--- src/hw/rtl/gpsc_pkg.sv ---
// gpsc_pkg: shared widths, codes and beat structs of the grid point surface classifier
// no dependencies
`default_nettype none

package gpsc_pkg;

  localparam int MaxLinesDefault = 64;

  localparam int CmdW     = 2;
  localparam int LineIdxW = 6;
  localparam int CoordW   = 32;
  localparam int OctW     = 3;
  localparam int CellsW   = 6;
  localparam int TolW     = 16;
  localparam int OutIdxW  = 8;
  localparam int CfgIdxW  = 2;
  localparam int CfgDataW = 16;

  typedef enum logic [CmdW-1:0] {
    CmdWrX   = 2'd0,
    CmdWrY   = 2'd1,
    CmdQuery = 2'd2
  } cmd_e;

  typedef enum logic [1:0] {
    SurfE = 2'd0,
    SurfW = 2'd1,
    SurfN = 2'd2,
    SurfS = 2'd3
  } surf_e;

  typedef enum logic [CfgIdxW-1:0] {
    CfgXCells = 2'd0,
    CfgYCells = 2'd1,
    CfgTol    = 2'd2
  } cfg_e;

  localparam logic [OctW-1:0] OctPxPy = 3'd1;
  localparam logic [OctW-1:0] OctNxPy = 3'd2;
  localparam logic [OctW-1:0] OctNxNy = 3'd3;
  localparam logic [OctW-1:0] OctPxNy = 3'd4;

  localparam logic [CellsW-1:0] XCellsReset = 6'd1;
  localparam logic [CellsW-1:0] YCellsReset = 6'd1;
  localparam logic [TolW-1:0]   TolReset    = 16'd16;

  typedef struct packed {
    logic [CmdW-1:0]     cmd;
    logic [LineIdxW-1:0] line_index;
    logic [CoordW-1:0]   line_value;
    logic [CoordW-1:0]   point_x;
    logic [CoordW-1:0]   point_y;
    logic [OctW-1:0]     octant;
  } beat_t;

  typedef struct packed {
    logic x_done;
    logic x_on;
    logic y_done;
    logic y_on;
  } scan_t;

  typedef struct packed {
    logic [CellsW-1:0] x_cells;
    logic [CellsW-1:0] y_cells;
    logic [TolW-1:0]   tol;
  } cfg_t;

  typedef struct packed {
    logic [1:0]                count;
    logic [1:0]                first;
    logic [1:0]                second;
    logic signed [OutIdxW-1:0] x_idx;
    logic signed [OutIdxW-1:0] y_idx;
  } res_t;

endpackage

`default_nettype wire

--- src/hw/rtl/gpsc_classify.sv ---
// gpsc_classify: turns line indices and on-line flags into outgoing surfaces
// depends on gpsc_pkg
`default_nettype none

module gpsc_classify #(
  parameter int IdxW = 8
) (
  input  gpsc_pkg::cfg_t               cfg_i,
  input  gpsc_pkg::beat_t              beat_i,
  input  gpsc_pkg::scan_t              scan_i,
  input  wire  logic signed [IdxW-1:0] x_idx_i,
  input  wire  logic signed [IdxW-1:0] y_idx_i,
  output gpsc_pkg::res_t               res_o
);

  localparam int CmpW = (IdxW > gpsc_pkg::CellsW + 1) ? IdxW : gpsc_pkg::CellsW + 1;
  localparam int ExtW = (CmpW > gpsc_pkg::OutIdxW) ? CmpW : gpsc_pkg::OutIdxW;
  localparam logic signed [CmpW-1:0] Zero = '0;

  logic signed [CmpW-1:0] ix, iy, nx, ny;
  logic signed [ExtW-1:0] ix_ext, iy_ext;
  logic                   is_query, oct_ok, px, py, on_x, on_y;
  logic [1:0]             cnt;
  gpsc_pkg::surf_e        s0, s1;

  always_comb begin
    ix       = CmpW'(x_idx_i);
    iy       = CmpW'(y_idx_i);
    nx       = signed'(CmpW'(cfg_i.x_cells));
    ny       = signed'(CmpW'(cfg_i.y_cells));
    ix_ext   = ExtW'(x_idx_i);
    iy_ext   = ExtW'(y_idx_i);
    is_query = (beat_i.cmd == gpsc_pkg::CmdQuery);
    oct_ok   = beat_i.octant inside {[gpsc_pkg::OctPxPy:gpsc_pkg::OctPxNy]};
    px       = beat_i.octant inside {gpsc_pkg::OctPxPy, gpsc_pkg::OctPxNy};
    py       = beat_i.octant inside {gpsc_pkg::OctPxPy, gpsc_pkg::OctNxPy};
    on_x     = scan_i.x_on;
    on_y     = scan_i.y_on;
    cnt      = 2'd0;
    s0       = gpsc_pkg::SurfE;
    s1       = gpsc_pkg::SurfE;
    if (is_query && oct_ok && (on_x || on_y)) begin
      if (on_x != on_y) begin
        cnt = 2'd1;
        if (on_x) begin
          if (ix == Zero && px) begin
            s0 = gpsc_pkg::SurfW;
          end else if (ix == nx && !px) begin
            s0 = gpsc_pkg::SurfE;
          end else begin
            s0 = px ? gpsc_pkg::SurfE : gpsc_pkg::SurfW;
          end
        end else begin
          if (iy == Zero && py) begin
            s0 = gpsc_pkg::SurfS;
          end else if (iy == ny && !py) begin
            s0 = gpsc_pkg::SurfN;
          end else begin
            s0 = py ? gpsc_pkg::SurfN : gpsc_pkg::SurfS;
          end
        end
      end else if (ix > Zero && ix < nx && iy > Zero && iy < ny) begin
        cnt = 2'd2;
        s0  = px ? gpsc_pkg::SurfE : gpsc_pkg::SurfW;
        s1  = py ? gpsc_pkg::SurfN : gpsc_pkg::SurfS;
      end else if (ix == Zero) begin
        if (px) begin
          cnt = 2'd1;
          s0  = gpsc_pkg::SurfW;
        end else begin
          cnt = 2'd2;
          s0  = py ? gpsc_pkg::SurfN : gpsc_pkg::SurfS;
          s1  = gpsc_pkg::SurfW;
        end
      end else if (ix == nx) begin
        if (!px) begin
          cnt = 2'd1;
          s0  = gpsc_pkg::SurfE;
        end else begin
          cnt = 2'd2;
          s0  = py ? gpsc_pkg::SurfN : gpsc_pkg::SurfS;
          s1  = gpsc_pkg::SurfE;
        end
      end else if (iy == Zero) begin
        if (py) begin
          cnt = 2'd1;
          s0  = gpsc_pkg::SurfS;
        end else begin
          cnt = 2'd2;
          s0  = px ? gpsc_pkg::SurfE : gpsc_pkg::SurfW;
          s1  = gpsc_pkg::SurfS;
        end
      end else if (iy == ny) begin
        if (!py) begin
          cnt = 2'd1;
          s0  = gpsc_pkg::SurfN;
        end else begin
          cnt = 2'd2;
          s0  = px ? gpsc_pkg::SurfE : gpsc_pkg::SurfW;
          s1  = gpsc_pkg::SurfN;
        end
      end
    end
    res_o.count  = cnt;
    res_o.first  = s0;
    res_o.second = s1;
    res_o.x_idx  = is_query ? ix_ext[gpsc_pkg::OutIdxW-1:0] : '0;
    res_o.y_idx  = is_query ? iy_ext[gpsc_pkg::OutIdxW-1:0] : '0;
  end

endmodule

`default_nettype wire

--- config.mk ---
export PLATFORM = sky130hd
export DESIGN_NAME = gpsc_classify
export DESIGN_NICKNAME = d
export VERILOG_FILES = /design/src/hw/rtl/gpsc_pkg.sv /design/src/hw/rtl/gpsc_classify.sv
export SDC_FILE = /design/constraint.sdc
export NUM_CORES = 1
export LEC_CHECK = 0
export ABC_CLOCK_PERIOD_IN_PS = 2600
export BUFFER_PORTS_ARGS = -buffer_cell sky130_fd_sc_hd__buf_2
export CORE_AREA = 2 2 69 71
export DETAILED_ROUTE_END_ITERATION = 16
export DIE_AREA = 0 0 71 73
export PLACE_DENSITY = 0.67
export SLEW_MARGIN = 20
export SYNTH_ARGS = -nofsm -noshare
export SYNTH_HDL_FRONTEND = slang
export SYNTH_SLANG_ARGS = --single-unit
export TNS_END_PERCENT = 10
--- constraint.sdc ---
create_clock -name vclk -period 2.6
set_clock_uncertainty 0.15 [all_clocks]
set_input_delay 0.52 -clock vclk [all_inputs]
set_output_delay 0.52 -clock vclk [all_outputs]
set_load 0.01 [all_outputs]
==> impl_metrics.yaml, run 1 <==
hold_path:
  min_path_type: "input port to output port"
grt:
  antenna_found_initial: 0
  grtUsageTotal: 0.103
  grt_max_degree: 17
  grt_pass1_vias: 1095
  grt_pass1_wl_um: 4530
  grt_overflow: 0
sta:
  worst_pin_slew_ns: 0.382
  maxSlewViolCount: 0
  tns_ns: -2.54
  fmax_mhz: 322
  slew_headroom: 0.743
  setup_ws_ns: -0.505
  setup_violations: 6
  period_share: 1.19
  hold_viol: 0
  min_period_ns: 3.11
  rsz0062_at_grt: "yes"
pwr:
  p_sw_mw: 0.0761
  p_seq_frac: 0
  power.density_nw_per_um2: 116
  combPwrFrac: 1.000
  peakVddDrop_mv: 0.0530
  p_int_mw: 0.0879
  power_switching_share: 0.464
  leakage_nw: 0.777
  clkPwrFrac: 0
placed_design:
  routabilityCongestion: 0.819
  io_buffers: 57
  dpl-instance-area_um2: 1380
  dpl.hpwl_um: 2490
route:
  wl_per_cell_um: 10.4
  dr.pass1.iters: 4
  dr_total_vias: 1137
  ant_nets: 0
  detail_route.iter0.violations: 21
  post_drt_via_cell_ratio: 4.37
  drc_errors: 0
  finalWirelength_um: 2700
synthesis:
  muxShareOfSynthArea: 0
  synth.cell_area_um2: 791
  synth_top_family_by_area: "simple AND/OR/NAND/NOR gates"
  synthXorXnorAreaFrac: 0.0222
  synth_compound_area_frac: 0.241
  syn_nets: 288
  synth-simple-area-share: 0.441
  yosys_warnings: 0
  synth.avg_cell_area_um2: 6.59
  seq_area_frac_synth: 0
  yosysUniqueCellTypes: 35
  syn_inst: 120
  synthAdderAreaFrac: 0.206
cells_and_area:
  area_delta_synth_final_pct: 79.4
  finish.utilization: 0.313
  n_fill_cell: 477
  final_common_cell: "buf_2"
  n_antenna_cell: 0
  nets: 376
  fin_area_um2: 1420
  drive_above_1_share: 0.515
  register_area_um2: 0
  num-clock-buffers: 0
  mostFrequentLayoutCells: "buf_2 (55), buf_4 (32), and2_1 (16)"
  nFlopsAndLatches: 0
floorplan:
  die_x_um: 71
  die-area_um2: 5180
  placementRows: 25
  core_area_um2: 4540
  top_level_ports: 177
  die_h_um: 73
  initial_core_util: 0.174
critical_path:
  cp.required_ns: 1.93
  crit_path_end_kind: "output port"
  worst-path-buf-inv: 2
  path_max_fanout: 3
  critPathTopFamily: "simple AND/OR/NAND/NOR gates"
  crit_chain: "buf_6 -> or4_4 -> or4_4 -> nand4_1 -> nor3_2 -> or3_1 -> a21oi_2 -> buf_2"
  start_kind: "input port"
  cp.arrival_ns: 2.44
  path_common_cell: "or4_4"
  path_class: "input port to output port"
  max_stage_delay_ns: 0.53
  cp_slowest_cell: "or4_4"
flow_run:
  cap_violations: 0
run_status:
  status: "finished, violations left"
  failed_checks: "setup timing"
cts:
  ctsHoldBuffers: 0
  postCtsSetupBuffers: 0
power groups by stage:
stage | Sequential, mW | Clock (mW) | Combinational, mW
6_report | 0 | 0 | 0.164
4_1_cts | 0 | 0 | 0.165
3_3_place_gp | 0 | 0 | 0.159
2_1_floorplan | 0 | 0 | 0.0739
5_1_grt | 0 | 0 | 0.184
3_5_place_dp | 0 | 0 | 0.160
cells in the mapped netlist:
cell type / count / share of area
or3_2: 1 / 0.0095
nor3_1: 3 / 0.019
nand3_1: 1 / 0.0063
a21oi_1: 9 / 0.057
a21boi_0: 1 / 0.0095
nor3_2: 1 / 0.013
inv_1: 15 / 0.071
nand4b_1: 1 / 0.011
nand2_1: 5 / 0.024
o31ai_1: 2 / 0.019
a211o_1: 1 / 0.011
o22ai_1: 1 / 0.0079
nand4_1: 3 / 0.024
clkbuf_1: 2 / 0.0095
nand2b_1: 1 / 0.0079
a221o_2: 1 / 0.014
o21ai_0: 4 / 0.025
nor2_1: 9 / 0.043
or2_2: 3 / 0.024
o211ai_1: 4 / 0.038
o21a_1: 1 / 0.0095
or3_1: 2 / 0.016
or4_1: 1 / 0.0095
a211oi_1: 4 / 0.038
and2_2: 1 / 0.0095
or4_4: 2 / 0.028
nor4_1: 3 / 0.024
nand4bb_1: 1 / 0.014
ha_1: 13 / 0.21
nor2b_1: 3 / 0.024
buf_4: 1 / 0.0095
nor3b_1: 1 / 0.0095
a21oi_2: 1 / 0.011
xnor2_1: 2 / 0.022
and2_1: 16 / 0.13
final timing paths:
path | from | to | slack [ns] | depth (start not counted)
min | x_idx_i[6] | res_o[14] | 1.19 | 3
max | x_idx_i[1] | res_o[19] | -0.51 | 8
area by class of cell:
type | count | area, µm² | share of cell area
repair buffers | 89 | 538 | 0.379
well taps | 54 | 67.6 | 0.0476
multi-input cells | 102 | 757 | 0.534
inverters | 15 | 56.3 | 0.0397
tightest hold or removal path, stage by stage:
cell    delay [ns]
buf_2         0.08
and2_1        0.10
buf_2         0.12
metal layers:
metal | up-vias | share of wire | GRT usage
met4 | 0 | 0.0059 | 0.00629
met1 | 477 | 0.50 | 0.151
li1 | 606 | - | -
met5 | - | 0 | 0
met2 | 52 | 0.42 | 0.171
met3 | 2 | 0.071 | 0.00967
logic make-up after synthesis:
group           count (synthesis)
simple gates                   58
compound gates                 29
buf+inv                        18
fa+ha+maj                      13
xor+xnor                        2
stage by stage:
stage / hold slack [ns] / setup WS [ns] / power, mW / instances
5_1_grt: 1.20 / -0.583 / 0.184 / 260
3_5_place_dp: 1.19 / -0.539 / 0.160 / 260
2_1_floorplan: 1.03 / -0.317 / 0.0739 / 120
3_3_place_gp: 1.19 / -0.520 / 0.159 / 260
6_report: 1.19 / -0.505 / 0.164 / 260
4_1_cts: 1.19 / -0.517 / 0.165 / 260
repair_timing:
item,in CTS,in global routing
resized for setup,6,4
cloned,0,0
setup endpoints to repair,6,6
pin swaps,2,0
Note: power is estimated with default switching activity, not from simulation.
==> inputs of run 2 (changes only) <==
--- a/config.mk
+++ b/config.mk
@@ -5,11 +5,11 @@
 export SDC_FILE = /design/constraint.sdc
 export NUM_CORES = 1
 export LEC_CHECK = 0
-export ABC_CLOCK_PERIOD_IN_PS = 2600
+export ABC_CLOCK_PERIOD_IN_PS = 3350
 export BUFFER_PORTS_ARGS = -buffer_cell sky130_fd_sc_hd__buf_2
-export CORE_AREA = 2 2 69 71
+export CORE_AREA = 2 2 68 70
 export DETAILED_ROUTE_END_ITERATION = 16
-export DIE_AREA = 0 0 71 73
+export DIE_AREA = 0 0 70 72
 export PLACE_DENSITY = 0.67
 export SLEW_MARGIN = 20
 export SYNTH_ARGS = -nofsm -noshare
==> constraint.sdc (replaced) <==
create_clock -name vclk -period 3.35
set_clock_uncertainty 0.15 [all_clocks]
set_input_delay 0.67 -clock vclk [all_inputs]
set_output_delay 0.67 -clock vclk [all_outputs]
set_load 0.01 [all_outputs]
==> run 2 against run 1 <==
Against the previous run:
- the flow still finishes with violations (setup timing)
- worst setup slack improved by 0.46 ns
- final area fell by 11%
- sequential share of layout area unchanged
- global-route usage decreased by 0.79 points
- worst hold slack better by 0.31 ns
- routed wire length down 5.4%
- combinational power decreased by 33%
- critical path depth unchanged
- total power down 33%
- flip-flop and latch count unchanged
- core utilization down 1.6 points
==> impl_metrics.yaml, run 2 (same netlist as run 1, synthesis figures left out) <==
grt:
  grt_max_degree: 17
  grt_pass1_wl_um: 4190
  antenna_found_initial: 0
  grtUsageTotal: 0.0954
  grt_pass1_vias: 1016
  grtUsageMet3: 0.00833
  grt_use_met2: 0.182
  grt_overflow: 0
  grt_use_met1: 0.124
  busiest_layer: "met2"
sta:
  setup_violations: 2
  tns_ns: -0.0821
  slew_headroom: 0.730
  hold_viol: 0
  fmax_mhz: 294
  setup_ws_ns: -0.0492
  worst_pin_slew_ns: 0.403
  maxSlewViolCount: 0
  min_period_ns: 3.40
  rsz0062_at_grt: "yes"
  period_share: 1.01
cells_and_area:
  n_fill_cell: 482
  register_area_um2: 0
  finish.utilization: 0.297
  final_common_cell: "buf_2"
  nFlopsAndLatches: 0
  fin_cells: 239
  num-clock-buffers: 0
  n_antenna_cell: 0
  drive_above_1_share: 0.471
  mostFrequentLayoutCells: "buf_2 (56), and2_1 (16), inv_1 (15)"
  area_delta_synth_final_pct: 60.0
  nets: 357
cts:
  ctsHoldBuffers: 0
critical_path:
  crit_chain: "buf_6 -> or4_4 -> or4_4 -> nand2_2 -> a211oi_2 -> or3_1 -> a21oi_2 -> buf_2"
  cp.required_ns: 2.53
  path_common_cell: "or4_4"
  path_max_fanout: 3
  cp_slowest_cell: "or4_4"
  max_stage_delay_ns: 0.52
  critPathTopFamily: "simple AND/OR/NAND/NOR gates"
  start_kind: "input port"
  cp.arrival_ns: 2.58
  worst-path-buf-inv: 2
  path_class: "input port to output port"
  crit_path_end_kind: "output port"
pwr:
  peakVddDrop_mv: 0.0332
  leakage_nw: 0.685
  power.density_nw_per_um2: 87.0
  power_mw: 0.110
hold_path:
  min_path_type: "input port to output port"
route:
  wl_per_cell_um: 10.7
  drc_errors: 0
  post_drt_via_cell_ratio: 4.47
  finalWirelength_um: 2560
  ant_nets: 0
  dr.pass1.iters: 4
  dr_total_vias: 1068
  detail_route.iter0.violations: 24
floorplan:
  top_level_ports: 177
  die-area_um2: 5040
  placementRows: 24
  die_h_um: 72
  initial_core_util: 0.185
  core_area_um2: 4260
  die_x_um: 70
placed_design:
  dp_cells: 239
  routabilityCongestion: 0.860
  dpl.hpwl_um: 2260
  io_buffers: 57
run_status:
  status: "finished, violations left"
  failed_checks: "setup timing"
flow_run:
  cap_violations: 0
-- run 2: final cells by class --
type	instances	area (µm²)	area share
multi-input cells	102	754	0.596
well taps	52	65.1	0.0514
repair buffers	70	389	0.308
inverters	15	56.3	0.0445
-- run 2: worst paths after layout --
| path | cells after the start | slack (ns) | startpoint | end |
|---|---|---|---|---|
| max | 8 | -0.05 | x_idx_i[1] | res_o[19] |
| min | 3 | 1.50 | x_idx_i[6] | res_o[14] |
-- run 2: tightest hold or removal path: cells and delay by family --
kind	cells	cell delay, ns
and+or+nand+nor	1	0.11
buffers and inverters	2	0.20
-- run 2: layer usage --
layer / vias up / part of all wire
met3: 0 / 0.071
met4: 0 / 0
met2: 46 / 0.45
li1: 571 / -
met1: 451 / 0.48
met5: - / 0
-- run 2: repair_timing --
action	CTS	global route
endpoints found under the setup margin	3	6
pin swaps	1	1
setup buffers	0	0
hold endpoints to repair	0	0
gates resized for setup	5	4
-- run 2: metrics by stage --
step | worst slack (ns) | hold slack, ns | cell area [µm²]
6_report | -0.0492 | 1.50 | 1260
5_1_grt | -0.148 | 1.51 | 1260
4_1_cts | -0.0661 | 1.51 | 1250
3_5_place_dp | -0.109 | 1.50 | 1220
3_3_place_gp | -0.0985 | 1.49 | 1220
2_1_floorplan | 0.119 | 1.33 | 791
-- run 2: power by group --
part           switching (mW)  leakage, nW  total (mW)  internal [mW]
clock                       0            0           0              0
combinational          0.0560        0.685       0.110         0.0540
sequential                  0            0           0              0
==> inputs of run 3 (changes only) <==
--- a/config.mk
+++ b/config.mk
@@ -11,6 +11,7 @@
 export DETAILED_ROUTE_END_ITERATION = 16
 export DIE_AREA = 0 0 70 72
 export PLACE_DENSITY = 0.67
+export SETUP_SLACK_MARGIN = 0.4
 export SLEW_MARGIN = 20
 export SYNTH_ARGS = -nofsm -noshare
 export SYNTH_HDL_FRONTEND = slang
==> run 3 against run 2 <==
Against the previous run:
- the run still ends with setup timing left
- critical path depth unchanged
- sequential share of layout area unchanged
- worst setup slack worse by 0.037 ns
- core utilization down 0.18 points
- clock-buffer cell count unchanged
- cell count up 0.42%
- final area down 0.59%
- combinational power about the same
- routed wire length down 0.82%
- first-iteration DRC count down 25%
- via count up 2.4%
- critical path type unchanged
- critical endpoint unchanged
==> impl_metrics.yaml, run 3 (same netlist as run 1, synthesis figures left out) <==
route:
  finalWirelength_um: 2540
  ant_nets: 0
  drc_errors: 0
  wl_per_cell_um: 10.6
  dr.pass1.iters: 4
  dr_total_vias: 1094
  detail_route.iter0.violations: 18
  post_drt_via_cell_ratio: 4.56
pwr:
  leakage_nw: 0.685
  combPwrFrac: 1.000
  peakVddDrop_mv: 0.0363
  clkPwrFrac: 0
  power.density_nw_per_um2: 87.3
  p_sw_mw: 0.0557
  power_switching_share: 0.508
  p_seq_frac: 0
  p_int_mw: 0.0540
cells_and_area:
  fin_area_um2: 1260
  num-clock-buffers: 0
  nets: 358
  n_antenna_cell: 0
  mostFrequentLayoutCells: "buf_2 (57), and2_1 (16), inv_1 (15)"
  area_delta_synth_final_pct: 59.0
  drive_above_1_share: 0.457
  nFlopsAndLatches: 0
  register_area_um2: 0
  final_common_cell: "buf_2"
  n_fill_cell: 486
sta:
  fmax_mhz: 291
  worst_pin_slew_ns: 0.371
  setup_ws_ns: -0.0866
  hold_viol: 0
  period_share: 1.03
  tns_ns: -0.155
  maxSlewViolCount: 0
  slew_headroom: 0.751
  setup_violations: 3
  rsz0062_at_grt: "yes"
  min_period_ns: 3.44
grt:
  grtUsageMet3: 0.00833
  grt_pass1_vias: 1010
  grt_use_met2: 0.167
  grt_use_met1: 0.124
  grt_max_degree: 17
  antenna_found_initial: 0
  grtUsageTotal: 0.0930
  grt_overflow: 0
  busiest_layer: "met2"
  grt_pass1_wl_um: 4060
run_status:
  status: "finished, violations left"
  failed_checks: "setup timing"
floorplan:
  die-area_um2: 5040
  initial_core_util: 0.185
  die_x_um: 70
  core_area_um2: 4260
  top_level_ports: 177
  placementRows: 24
  die_h_um: 72
placed_design:
  io_buffers: 57
  routabilityCongestion: 0.811
  dpl.hpwl_um: 2270
  dpl-instance-area_um2: 1240
flow_run:
  cap_violations: 0
hold_path:
  min_path_type: "input port to output port"
critical_path:
  cp.required_ns: 2.53
  crit_path_end_kind: "output port"
  max_stage_delay_ns: 0.53
  cp.arrival_ns: 2.62
  cp_slowest_cell: "or4_4"
  crit_chain: "buf_2 -> or4_4 -> or4_4 -> nand4_1 -> nor3_2 -> or3_1 -> a21oi_2 -> buf_2"
  start_kind: "input port"
  path_class: "input port to output port"
  path_max_fanout: 4
cts:
  postCtsSetupBuffers: 0
run 3: worst max-delay path, delay by kind of cell:
kind,cells,cell delay [ns]
buffers and inverters,2,0.25
AOI/OAI and AO/OA,1,0.13
and+or+nand+nor,5,1.58
run 3: through the flow:
step                      instances  power (mW)  setup slack [ns]  hold WS, ns   util
final                           240       0.110           -0.0866         1.49  0.295
after global placement          240       0.107            -0.106         1.49  0.290
after detailed placement        240       0.109            -0.107         1.50  0.290
after CTS                       240       0.111            -0.108         1.50  0.293
after global routing            240       0.124            -0.201         1.52  0.295
after floorplan                 120      0.0573             0.133         1.33      -
run 3: what timing repair did:
item | CTS | global route
endpoints found under the setup margin | 6 | 6
hold buffers | 0 | 0
gates resized for setup | 3 | 2
hold endpoints to repair | 0 | 0
run 3: final timing paths:
check,from,endpoint,cells past startpoint
worst max-delay path,x_idx_i[1],res_o[19],8
worst min-delay path,x_idx_i[7],res_o[15],3
run 3: metal layers:
layer,share of wire,vias up
li1,-,573
met1,0.51,467
met2,0.41,50
met3,0.065,4
met4,0.014,0
met5,0,-
run 3: final cells by class:
cell class | instances | area (µm²) | area share
repair buffers | 71 | 390 | 0.310
well taps | 52 | 65.1 | 0.0517
multi-input cells | 102 | 746 | 0.593
inverters | 15 | 56.3 | 0.0448
run 3: power by group through the flow:
stage	Clock (mW)	Combinational (mW)	Sequential, mW
after floorplan	0	0.0573	0
after global placement	0	0.107	0
after detailed placement	0	0.109	0
after CTS	0	0.111	0
after global routing	0	0.124	0
final	0	0.110	0
