`config.mk`:
```
export PLATFORM = sky130hd
export DESIGN_NAME = gpsc_cell
export DESIGN_NICKNAME = d
export VERILOG_FILES = /design/src/hw/rtl/gpsc_pkg.sv /design/src/hw/rtl/gpsc_cell.sv
export SDC_FILE = /design/constraint.sdc
export NUM_CORES = 1
export LEC_CHECK = 0
export ABC_AREA = 1
export BUFFER_PORTS_ARGS = -buffer_cell sky130_fd_sc_hd__buf_2
export CAP_MARGIN = 20
export CORE_MARGIN = 2
export CORE_UTILIZATION = 50
export CTS_CLUSTER_DIAMETER = 100
export DETAILED_ROUTE_END_ITERATION = 8
export MAX_ROUTING_LAYER = met4
export PLACE_DENSITY_LB_ADDON = 0.2
export REMOVE_ABC_BUFFERS = 1
export SYNTH_ARGS = -nofsm -noshare
export SYNTH_HDL_FRONTEND = slang
export SYNTH_SLANG_ARGS = --single-unit
```
`constraint.sdc`:
```
create_clock -name clk_i -period 4.8 [get_ports clk_i]
set_input_delay 0.48 -clock clk_i [delete_from_list [all_inputs] [get_ports clk_i]]
set_output_delay 0.48 -clock clk_i [all_outputs]
set_load 0.02 [all_outputs]
```
`src/hw/rtl/gpsc_pkg.sv`:
```
// gpsc_pkg: shared widths, codes and beat structs of the grid point surface classifier
// no dependencies
`default_nettype none

package gpsc_pkg;

  localparam int MaxLinesDefault = 64;

  localparam int CmdW     = 2;
  localparam int LineIdxW = 6;
  localparam int CoordW   = 32;
  localparam int OctW     = 3;
  localparam int CellsW   = 6;
  localparam int TolW     = 16;
  localparam int OutIdxW  = 8;
  localparam int CfgIdxW  = 2;
  localparam int CfgDataW = 16;

  typedef enum logic [CmdW-1:0] {
    CmdWrX   = 2'd0,
    CmdWrY   = 2'd1,
    CmdQuery = 2'd2
  } cmd_e;

  typedef enum logic [1:0] {
    SurfE = 2'd0,
    SurfW = 2'd1,
    SurfN = 2'd2,
    SurfS = 2'd3
  } surf_e;

  typedef enum logic [CfgIdxW-1:0] {
    CfgXCells = 2'd0,
    CfgYCells = 2'd1,
    CfgTol    = 2'd2
  } cfg_e;

  localparam logic [OctW-1:0] OctPxPy = 3'd1;
  localparam logic [OctW-1:0] OctNxPy = 3'd2;
  localparam logic [OctW-1:0] OctNxNy = 3'd3;
  localparam logic [OctW-1:0] OctPxNy = 3'd4;

  localparam logic [CellsW-1:0] XCellsReset = 6'd1;
  localparam logic [CellsW-1:0] YCellsReset = 6'd1;
  localparam logic [TolW-1:0]   TolReset    = 16'd16;

  typedef struct packed {
    logic [CmdW-1:0]     cmd;
    logic [LineIdxW-1:0] line_index;
    logic [CoordW-1:0]   line_value;
    logic [CoordW-1:0]   point_x;
    logic [CoordW-1:0]   point_y;
    logic [OctW-1:0]     octant;
  } beat_t;

  typedef struct packed {
    logic x_done;
    logic x_on;
    logic y_done;
    logic y_on;
  } scan_t;

  typedef struct packed {
    logic [CellsW-1:0] x_cells;
    logic [CellsW-1:0] y_cells;
    logic [TolW-1:0]   tol;
  } cfg_t;

  typedef struct packed {
    logic [1:0]                count;
    logic [1:0]                first;
    logic [1:0]                second;
    logic signed [OutIdxW-1:0] x_idx;
    logic signed [OutIdxW-1:0] y_idx;
  } res_t;

endpackage

`default_nettype wire

```
`src/hw/rtl/gpsc_cell.sv`:
```
// gpsc_cell: one link of the search chain, holds x and y grid line entry Index
// depends on gpsc_pkg
`default_nettype none

module gpsc_cell #(
  parameter int Index = 0,
  parameter int IdxW  = 8
) (
  input  wire                          clk_i,
  input  wire                          rst_ni,
  input  wire                          en_i,
  input  gpsc_pkg::cfg_t               cfg_i,
  input  wire                          vld_i,
  input  gpsc_pkg::beat_t              beat_i,
  input  gpsc_pkg::scan_t              scan_i,
  input  wire  logic signed [IdxW-1:0] x_idx_i,
  input  wire  logic signed [IdxW-1:0] y_idx_i,
  output logic                         vld_o,
  output gpsc_pkg::beat_t              beat_o,
  output gpsc_pkg::scan_t              scan_o,
  output logic signed [IdxW-1:0]       x_idx_o,
  output logic signed [IdxW-1:0]       y_idx_o
);

  localparam logic signed [IdxW-1:0] IdxHere = IdxW'(Index);
  localparam logic signed [IdxW-1:0] IdxLow  = IdxW'(Index - 1);
  localparam logic signed [IdxW-1:0] IdxHigh = IdxW'(Index + 1);

  logic [gpsc_pkg::CoordW-1:0] x_line_q, y_line_q;
  logic                        vld_q;
  gpsc_pkg::beat_t             beat_q;
  gpsc_pkg::scan_t             scan_q, scan_d;
  logic signed [IdxW-1:0]      x_idx_q, x_idx_d, y_idx_q, y_idx_d;
  logic [1:0]                  x_probe, y_probe;
  logic                        is_query, x_active, y_active;

  // {hit, above}
  function automatic logic [1:0] probe(input logic [gpsc_pkg::CoordW-1:0] p,
                                       input logic [gpsc_pkg::CoordW-1:0] v,
                                       input logic [gpsc_pkg::TolW-1:0]   tol);
    logic [gpsc_pkg::CoordW-1:0] diff;
    diff = (p >= v) ? (p - v) : (v - p);
    return {diff <= gpsc_pkg::CoordW'(tol), v > p};
  endfunction

  always_comb begin
    is_query = (beat_i.cmd == gpsc_pkg::CmdQuery);
    x_active = (Index <= int'(cfg_i.x_cells));
    y_active = (Index <= int'(cfg_i.y_cells));
    x_probe  = probe(beat_i.point_x, x_line_q, cfg_i.tol);
    y_probe  = probe(beat_i.point_y, y_line_q, cfg_i.tol);
    scan_d   = scan_i;
    x_idx_d  = x_idx_i;
    y_idx_d  = y_idx_i;
    if (is_query && x_active && !scan_i.x_done) begin
      if (x_probe[1]) begin
        scan_d.x_on   = 1'b1;
        scan_d.x_done = 1'b1;
        x_idx_d       = IdxHere;
      end else if (x_probe[0]) begin
        scan_d.x_done = 1'b1;
        x_idx_d       = IdxLow;
      end else begin
        x_idx_d = IdxHigh;
      end
    end
    if (is_query && y_active && !scan_i.y_done) begin
      if (y_probe[1]) begin
        scan_d.y_on   = 1'b1;
        scan_d.y_done = 1'b1;
        y_idx_d       = IdxHere;
      end else if (y_probe[0]) begin
        scan_d.y_done = 1'b1;
        y_idx_d       = IdxLow;
      end else begin
        y_idx_d = IdxHigh;
      end
    end
  end

  always_ff @(posedge clk_i or negedge rst_ni) begin
    if (!rst_ni) begin
      vld_q <= 1'b0;
    end else if (en_i) begin
      vld_q <= vld_i;
    end
  end

  always_ff @(posedge clk_i) begin
    if (en_i) begin
      beat_q  <= beat_i;
      scan_q  <= scan_d;
      x_idx_q <= x_idx_d;
      y_idx_q <= y_idx_d;
      if (vld_i && beat_i.cmd == gpsc_pkg::CmdWrX && int'(beat_i.line_index) == Index) begin
        x_line_q <= beat_i.line_value;
      end
      if (vld_i && beat_i.cmd == gpsc_pkg::CmdWrY && int'(beat_i.line_index) == Index) begin
        y_line_q <= beat_i.line_value;
      end
    end
  end

  assign vld_o   = vld_q;
  assign beat_o  = beat_q;
  assign scan_o  = scan_q;
  assign x_idx_o = x_idx_q;
  assign y_idx_o = y_idx_q;

endmodule

`default_nettype wire

```
==> results.cfg, run 1 <==
[cts]
cts_tree = yes
root_buffer = sky130_fd_sc_hd__clkbuf_16
clock_sinks = 192
cts-buffers-inserted = 17
post_cts.repair.setup_buffers = 0
clk_slew_on_worst_s_h_paths_ns = 0.08
clock_tree.htree_level_count = 4
clock_latency_ns = 0.45
ctsLongestPathBuffers = 2

[synth]
post_synth_num_cell_types = 46
ys_top_cells_by_count = 889 x sky130_fd_sc_hd__nand2_1, 491 x sky130_fd_sc_hd__inv_1, 191 x sky130_fd_sc_hd__edfxtp_1
yosysWarnings = 0
synthDominantCellAreaShare_pct = 34.7
postSynthRegisterBits = 192
synth_enable_flop_cells = 191
synth.cell_area_um2 = 16500
synth_ff_type = sky130_fd_sc_hd__edfxtp_1
avgSynthCellArea_um2 = 6.97
post_synth_inst_count = 2374
netlist_top_cells_area = sky130_fd_sc_hd__edfxtp_1 35%, sky130_fd_sc_hd__nand2_1 20%, sky130_fd_sc_hd__ha_1 12%
yosysMostFrequentCell = sky130_fd_sc_hd__nand2_1
synth_async_sr_flop_share_pct = 0.521
synth_largest_area_cell = sky130_fd_sc_hd__edfxtp_1
yosysSeqAreaShare_pct = 34.8

[timing]
max_slew_margin_pct = 45.8
timing_worst_slew_pin_value_ns = 0.814
max_freq_ghz = 0.221
final.setup.tns_ns = 0
final_cycle_share_pct = 94.3
finalCriticalPeriod_ns = 4.53
hold_viol = 0
grt_setup_unrepaired = no
slew_violations = 0
worst_clock_skew_ns = 0.0124
report.final.setup_viol = 0
finalWorstSetupSlack_ns = 0.273

[global_routing]
number_of_global_route_vias_before_repair = 15500
gr-total-overflow = 0
track_usage_pct = 32.2
grt_max_degree = 74
antenna_found_initial = 4
grt_pass1_wl_mm = 81.1

[placed_design]
gp_routability_congestion = 1.02
pre_cts_ws_ns = 0.00653
port_buffer_cells = 274
post-dp-hpwl_mm = 46.4

[power_and_ir_drop]
power.leakage_nw = 10.9
cell_internal_pwr_w = 0.00304
power.density_nw_per_um2 = 233
netSwitchingPower_w = 0.00152
fin_total_pwr_w = 0.00455
p_seq_share_pct = 43.0
peak_vdd_ir_v = 0.000223
netSwitchingFraction_pct = 33.3
clock_power_share_pct = 30.9
share_comb_of_total_power_pct = 26.1

[setup_path]
end_kind = flip-flop
worstPathArrival_ns = 4.73
worst-path-max-fanout = 11
rrSetupSlack_ns = 0.27
critical_path_class = reg -> reg
cpMaxStageDelayCell = sky130_fd_sc_hd__edfxtp_1
cp-start-kind = flip-flop
critical_path_required_ns = 5.00
worstRegToRegCells = 27
critical_path.reg2reg.endpoint = y_idx_o[7]
rr_startpoint = y_line_q[31]
worst_path_most_repeated_cell = sky130_fd_sc_hd__nand2_1
cp_peak_stage_delay_ns = 0.51

[routing]
drc = 0
post_detailed_route_count_of_antenna_violating_nets = 0
drt-initial-drc-count = 1262
num_vias = 16100
wl_per_cell_um = 17.2
drt-pass1-iter-count = 6
vias_per_cell = 5.07
postRouteWirelength_mm = 54.9

[floorplanning]
floorplan.initialDensity_pct = 50.8
ios = 287
die-area_um2 = 34500
die_w_um = 186
die_height_um = 186
standard_cell_rows = 66
core_region_area_um2 = 32500

[final_layout]
multiInputGateArea_um2 = 8860
sequential_cell_area_um2 = 5760
final_net_count = 3045
area_delta_synth_final_pct = 18.1
post_route_cells_drive_above_1_share_pct = 17.0
layout.core_utilization_pct = 60.0
num-fill-cells = 3139

[hold_path]
worst_hold_path_endpoint = beat_o[2]
worst_hold_path.num_cells = 1
holdCritPathClass = in -> reg
hold_path_start = beat_i[2]

[status]
status = finished, final reports clean

[job]
maxCapViolations = 0
## metal layers
| metal | GRT usage, % | wire length [µm] | vias up |
|---|---|---|---|
| met5 | - | 0 | - |
| met4 | 13.2 | 2030 | 0 |
| met3 | 4.09 | 3140 | 111 |
| met2 | 53.8 | 26700 | 549 |
| met1 | 39.5 | 23000 | 7406 |
| li1 | - | - | 8060 |
## worst max-delay path by stage
| stage | slack [ns] | depth (start not counted) | from | end |
|---|---|---|---|---|
| global route | 0.002 | 26 | y_line_q[26] | y_idx_o[7] |
| global placement | 0.13 | 30 | beat_i[35] | x_idx_o[4] |
| CTS | 0.26 | 27 | x_line_q[31] | x_idx_o[6] |
| detailed placement | 0.007 | 31 | beat_i[35] | x_idx_o[6] |
| finish | 0.27 | 27 | y_line_q[31] | y_idx_o[7] |
| floorplan | 0.96 | 29 | beat_i[3] | y_idx_o[1] |
## what timing repair did
item / 4_1_cts / 5_1_grt
endpoints found under the setup margin: 0 / 17
hold buffers: 1 / 0
hold endpoints to repair: 1 / 0
resized for setup: 0 / 11
## power by group through the flow
stage	Combinational, W	Sequential, W	Clock, W
2_1_floorplan	0.000577	0.00212	0
3_3_place_gp	0.00114	0.00199	0
3_5_place_dp	0.00117	0.00200	0
4_1_cts	0.00117	0.00196	0.00142
5_1_grt	0.00131	0.00197	0.00147
6_report	0.00119	0.00196	0.00140
## flip-flops by register name, indices dropped and copies added (netlist names)
name,flops
beat_o,107
scan_o,4
vld_o,1
x_idx_o,8
x_line_q,32
y_idx_o,8
y_line_q,32
## stage by stage
step / hold slack, ns / instance area [µm²] / cells
detailed placement: 0.256 / 18900 / 3144
floorplan: 0.184 / 16400 / 2360
global placement: 0.255 / 18900 / 3144
finish: 0.206 / 19500 / 3180
global route: 0.180 / 19500 / 3180
CTS: 0.181 / 19500 / 3177
## layout by cell type (no fill, tap or decap), types with 11 or more instances in the layout
cell,n
sky130_fd_sc_hd__buf_2,273
sky130_fd_sc_hd__nand3_1,132
sky130_fd_sc_hd__ha_1,155
sky130_fd_sc_hd__buf_4,67
sky130_fd_sc_hd__a21oi_1,117
sky130_fd_sc_hd__nand2_1,888
sky130_fd_sc_hd__nand4_1,20
sky130_fd_sc_hd__xnor2_1,11
sky130_fd_sc_hd__edfxtp_1,191
sky130_fd_sc_hd__nor2_4,16
sky130_fd_sc_hd__nand2_2,44
sky130_fd_sc_hd__xor2_1,16
sky130_fd_sc_hd__nor2_1,144
sky130_fd_sc_hd__o21ai_0,46
sky130_fd_sc_hd__clkbuf_16,17
sky130_fd_sc_hd__inv_1,491
## logic make-up (layout without fill, tap and decap cells)
group	Yosys count	in the layout	share of synthesized area [%]
buffers and inverters	511	872	11.9
muxes	7	7	0.431
adders and majority gates	164	164	12.6
other	0	3	0
and+or+nand+nor	1281	1281	32.6
AOI/OAI and AO/OA	191	191	6.21
DFF	192	192	34.8
xor gates and xnor gates	28	28	1.48
## final cells by class
class                   instances  share of cell area (%)
diodes                          3                  0.0384
clock buffers                  19                    2.27
clock inverters                13                   0.653
inverters                     497                    9.55
multi-input cells            1671                    45.4
flip-flops and latches        192                    29.5
well taps                     442                    2.83
repair buffers                343                    9.78
## critical path: cells and delay by family (launching register included)
family | cells | cell delay [ns]
adders and majority gates | 2 | 0.71
buffers and inverters | 3 | 0.31
xor gates and xnor gates | 1 | 0.21
and+or+nand+nor | 17 | 1.73
AOI/OAI and AO/OA | 4 | 0.76
DFF | 1 | 0.51
Note: power is estimated with default switching activity, not from simulation.
==> inputs of run 2 (changes only) <==
- CORE_UTILIZATION: 50 -> 44
==> results.cfg, run 2 (synthesized netlist as in run 1, its figures left out) <==
[routing]
drt-initial-drc-count = 1005
num_vias = 16100
vias_per_cell = 4.97
drc = 0
postRouteWirelength_mm = 55.0
post_detailed_route_count_of_antenna_violating_nets = 0
wl_per_cell_um = 17.0
drt-pass1-iter-count = 5

[final_layout]
post_route_cells_drive_above_1_share_pct = 17.9
fin_cells = 3240
final_net_count = 3071
largest_reg_flops = 107
final_design_area_no_fill_um2 = 19800
area_delta_synth_final_pct = 19.9
layout.core_utilization_pct = 53.1
layout.cells.most_common = sky130_fd_sc_hd__nand2_1
mostFrequentLayoutCells = 886 x sky130_fd_sc_hd__nand2_1, 491 x sky130_fd_sc_hd__inv_1, 273 x sky130_fd_sc_hd__buf_2, 191 x sky130_fd_sc_hd__edfxtp_1, 156 x sky130_fd_sc_hd__ha_1

[hold_path]
holdCritPathClass = in -> reg

[setup_path]
critical_path_class = reg -> reg
end_kind = flip-flop
critical_path_required_ns = 5.03
cp-start-kind = flip-flop
worst-path-max-fanout = 21
worstPathArrival_ns = 4.71

[power_and_ir_drop]
fin_total_pwr_w = 0.00466
power.density_nw_per_um2 = 235
power.leakage_nw = 11.1
peak_vdd_ir_v = 0.000272

[cts]
post_cts.repair.setup_buffers = 0
cts_tree = yes
cts-buffers-inserted = 17
clock_sinks = 192
clk_slew_on_worst_s_h_paths_ns = 0.09
clock_tree.htree_level_count = 4
ctsLongestPathBuffers = 2
clock_latency_ns = 0.48
root_buffer = sky130_fd_sc_hd__clkbuf_16

[job]
maxCapViolations = 0

[timing]
timing_worst_slew_pin_value_ns = 0.843
slew_violations = 0
hold_viol = 0
finalCriticalPeriod_ns = 4.48
report.final.setup_viol = 0
final_cycle_share_pct = 93.3
worst_clock_skew_ns = 0.0108
finalWorstSetupSlack_ns = 0.320
grt_setup_unrepaired = no
max_freq_ghz = 0.223
max_slew_margin_pct = 43.8

[floorplanning]
standard_cell_rows = 71
die-area_um2 = 39200
core_region_area_um2 = 37300
ios = 287
floorplan.initialDensity_pct = 44.3
die_height_um = 198
die_w_um = 198

[placed_design]
pre_cts_ws_ns = -0.0369
port_buffer_cells = 274
gp_routability_congestion = 1.01
dp_cells = 3202
post-dp-hpwl_mm = 46.5
placedInstanceArea_um2 = 19100

[global_routing]
number_of_global_route_vias_before_repair = 15900
grt_pass1_wl_mm = 83.6
gr-total-overflow = 0
antenna_found_initial = 5
grt_max_degree = 72
track_usage_pct = 29.1

[status]
status = finished, final reports clean
run 2: changes by cell type in the layout (fill, tap and decap cells not counted), moves of 3 or more:
cell                       delta
sky130_fd_sc_hd__buf_4       +26
sky130_fd_sc_hd__clkinv_4     -3
sky130_fd_sc_hd__clkinv_8     +3
sky130_fd_sc_hd__inv_12       +3
run 2: path summary, 6_finish.rpt:
kind	from	to	slack [ns]	depth (start not counted)
max in group asynchronous	rst_ni	vld_o	4.41	2
hold reg to reg	vld_o	vld_o	0.54	1
setup reg to reg	y_line_q[31]	y_idx_o[5]	0.32	26
hold / removal	beat_i[0]	beat_o[0]	0.18	1
min in group asynchronous	rst_ni	vld_o	0.31	2
setup / recovery	y_line_q[31]	y_idx_o[5]	0.32	26
run 2: metrics by stage:
stage	setup TNS, ns	hold WS [ns]
floorplan	0	0.184
global placement	0	0.254
detailed placement	-0.221	0.260
CTS	0	0.152
global route	0	0.160
finish	0	0.175
run 2: layout make-up:
type	count	area [µm²]
Timing Repair Buffer	369	2110
Sequential cell	192	5760
Antenna cell	5	12.5
Tap cell	474	593
Clock inverter	15	199
Inverter	497	1870
Clock buffer	17	425
Fill cell	3756	17500
Multi-Input combinational cell	1671	8860
run 2: what timing repair did:
item,CTS,global route
resized for setup,0,13
endpoints found under the setup margin,0,10
hold buffers,1,0
hold endpoints to repair,1,0
run 2: power breakdown:
part	total, W	internal (W)	switching, W
Sequential	0.00196	0.00194	0.0000193
Combinational	0.00119	0.000410	0.000784
Clock	0.00151	0.000722	0.000790
Total	0.00466	0.00307	0.00159
run 2: metal layers:
layer,GRT usage (%),wire length (µm)
met1,35.3,23500
met2,49.4,27000
met3,3.39,2470
met4,11.9,1940
met5,-,0
run 2: critical path, stage by stage (launching register included):
cell and delay [ns]:
sky130_fd_sc_hd__edfxtp_1 0.51, sky130_fd_sc_hd__ha_1 0.43, sky130_fd_sc_hd__nand2_1 0.16, sky130_fd_sc_hd__inv_1 0.07, sky130_fd_sc_hd__nand2_1 0.06, sky130_fd_sc_hd__nand2_1 0.05
sky130_fd_sc_hd__a21oi_1 0.22, sky130_fd_sc_hd__nand2_2 0.10, sky130_fd_sc_hd__nor2_4 0.14, sky130_fd_sc_hd__nand2_4 0.19, sky130_fd_sc_hd__o21ai_0 0.29, sky130_fd_sc_hd__xor2_1 0.17
sky130_fd_sc_hd__inv_1 0.07, sky130_fd_sc_hd__ha_1 0.29, sky130_fd_sc_hd__nand2_1 0.05, sky130_fd_sc_hd__inv_1 0.06, sky130_fd_sc_hd__nand3_1 0.09, sky130_fd_sc_hd__nor3_1 0.23
sky130_fd_sc_hd__nand4_1 0.12, sky130_fd_sc_hd__nand2_1 0.18, sky130_fd_sc_hd__nand2_1 0.08, sky130_fd_sc_hd__nor2_1 0.12, sky130_fd_sc_hd__nand2_1 0.07, sky130_fd_sc_hd__nor2_2 0.16
sky130_fd_sc_hd__nand2_2 0.10, sky130_fd_sc_hd__nand2_4 0.13, sky130_fd_sc_hd__nand2_2 0.06
==> inputs of run 3 (changes only) <==
- PLACE_DENSITY: default -> 0.71
- PLACE_DENSITY_LB_ADDON: 0.2 -> default
- SETUP_SLACK_MARGIN: default -> 0.3
==> results.cfg, run 3 (synthesized netlist as in run 1, its figures left out) <==
[status]
status = finished, final reports clean

[setup_path]
worstPathArrival_ns = 4.52
worstSetupPathDepth = 27
path_buf_inv = 3
cp_peak_stage_delay_ns = 0.52
critical_path.reg2reg.endpoint = x_idx_o[7]
critPathCapture = x_idx_o[7]
worst_path_most_repeated_cell = sky130_fd_sc_hd__nand2_2
cp-start-kind = flip-flop
worstRegToRegCells = 27
rrSetupSlack_ns = 0.50
worst-path-max-fanout = 7
critical_path_required_ns = 5.02
crit_path_start = x_line_q[29]
rr_startpoint = x_line_q[29]
cpMaxStageDelayCell = sky130_fd_sc_hd__edfxtp_1
critical_path_class = reg -> reg
end_kind = flip-flop
critical-path-top-delay-family = simple AND/OR/NAND/NOR gates

[global_routing]
grt_max_degree = 79
number_of_global_route_vias_before_repair = 15700
gr-total-overflow = 0
antenna_found_initial = 3
track_usage_pct = 28.6
grt_pass1_wl_mm = 82.7

[placed_design]
post-dp-hpwl_mm = 45.8
pre_cts_ws_ns = 0.00116
gp_routability_congestion = 1.04
port_buffer_cells = 274

[routing]
drc = 0
vias_per_cell = 5.10
drt-pass1-iter-count = 6
post_detailed_route_count_of_antenna_violating_nets = 0
postRouteWirelength_mm = 56.1
wl_per_cell_um = 17.2
num_vias = 16600
drt-initial-drc-count = 1099

[final_layout]
num-fill-cells = 3561
layout.cells.most_common = sky130_fd_sc_hd__nand2_1
sequential_cell_area_um2 = 5760
multiInputGateArea_um2 = 9470
area_delta_synth_final_pct = 24.2
largest_reg_flops = 107
mostFrequentLayoutCells = 874 x sky130_fd_sc_hd__nand2_1, 490 x sky130_fd_sc_hd__inv_1, 273 x sky130_fd_sc_hd__buf_2, 191 x sky130_fd_sc_hd__edfxtp_1, 142 x sky130_fd_sc_hd__nor2_1
post_route_cells_drive_above_1_share_pct = 20.5
final_net_count = 3084
layout.core_utilization_pct = 55.1

[cts]
clock_sinks = 192
cts_tree = yes
root_buffer = sky130_fd_sc_hd__clkbuf_16
clk_slew_on_worst_s_h_paths_ns = 0.08
clock_latency_ns = 0.46
clock_tree.htree_level_count = 4
ctsLongestPathBuffers = 2
cts-buffers-inserted = 17

[timing]
finalWorstSetupSlack_ns = 0.500
max_freq_ghz = 0.233
grt_setup_unrepaired = no
timing_worst_slew_pin_value_ns = 1.05
finalCriticalPeriod_ns = 4.30
slew_violations = 0
final_cycle_share_pct = 89.6
final.setup.tns_ns = 0
report.final.setup_viol = 0
max_slew_margin_pct = 30.0
worst_clock_skew_ns = 0.00890
hold_viol = 0

[power_and_ir_drop]
peak_vdd_ir_v = 0.000253
power.density_nw_per_um2 = 229
p_seq_share_pct = 41.6
clock_power_share_pct = 31.7
netSwitchingPower_w = 0.00156
power.leakage_nw = 11.2
cell_internal_pwr_w = 0.00315
share_comb_of_total_power_pct = 26.7
netSwitchingFraction_pct = 33.1

[floorplanning]
ios = 287
floorplan.initialDensity_pct = 44.3
core_region_area_um2 = 37300
die_w_um = 198
die-area_um2 = 39200
die_height_um = 198
standard_cell_rows = 71

[hold_path]
holdCritPathClass = in -> reg

[job]
maxCapViolations = 0
==> run 3: worst min-delay path by stage <==
stage	from	endpoint	slack, ns	depth (start not counted)
floorplan	rst_ni	vld_o	0.18	0
global placement	rst_ni	vld_o	0.26	1
detailed placement	rst_ni	vld_o	0.26	1
CTS	beat_i[1]	beat_o[1]	0.16	1
global route	beat_i[1]	beat_o[1]	0.17	1
finish	beat_i[1]	beat_o[1]	0.19	1
==> run 3: metrics by stage <==
| stage | instances | power, W | instance area, µm² | hold slack (ns) |
|---|---|---|---|---|
| after floorplan | 2360 | 0.00269 | 16400 | 0.184 |
| after global placement | 3185 | 0.00314 | 19000 | 0.256 |
| after detailed placement | 3185 | 0.00317 | 19000 | 0.255 |
| after CTS | 3218 | 0.00466 | 19700 | 0.160 |
| after global routing | 3251 | 0.00491 | 20500 | 0.170 |
| final | 3251 | 0.00471 | 20500 | 0.192 |
==> run 3: power groups by stage <==
stage / clock, W / sequential [W] / combinational (W)
2_1_floorplan: 0 / 0.00212 / 0.000577
3_3_place_gp: 0 / 0.00200 / 0.00115
3_5_place_dp: 0 / 0.00200 / 0.00117
4_1_cts: 0.00152 / 0.00196 / 0.00117
5_1_grt: 0.00157 / 0.00197 / 0.00138
6_report: 0.00149 / 0.00196 / 0.00126
==> run 3: per-layer routing <==
layer	wire (µm)	global-route usage (%)	vias to the layer above
met5	0	-	-
met4	1610	8.77	0
met3	3370	3.27	107
met2	27500	49.2	568
met1	23600	35.2	7758
li1	-	-	8136
==> run 3: layout make-up <==
class                           instances  area share, %
Antenna cell                            3         0.0365
Clock buffer                           18           2.14
Clock inverter                         14          0.883
Inverter                              497           9.08
Multi-Input combinational cell       1673           46.1
Sequential cell                       192           28.0
Tap cell                              474           2.89
Timing Repair Buffer                  380           10.8
==> run 3: repair_timing <==
action / in CTS / in global routing
endpoints found under the setup margin: 7 / 20
gates resized for setup: 3 / 108
gates cloned: 0 / 2
hold buffers: 1 / 0
endpoints found under the hold margin: 1 / 0
setup buffers: 0 / 28
pin swaps: 0 / 30
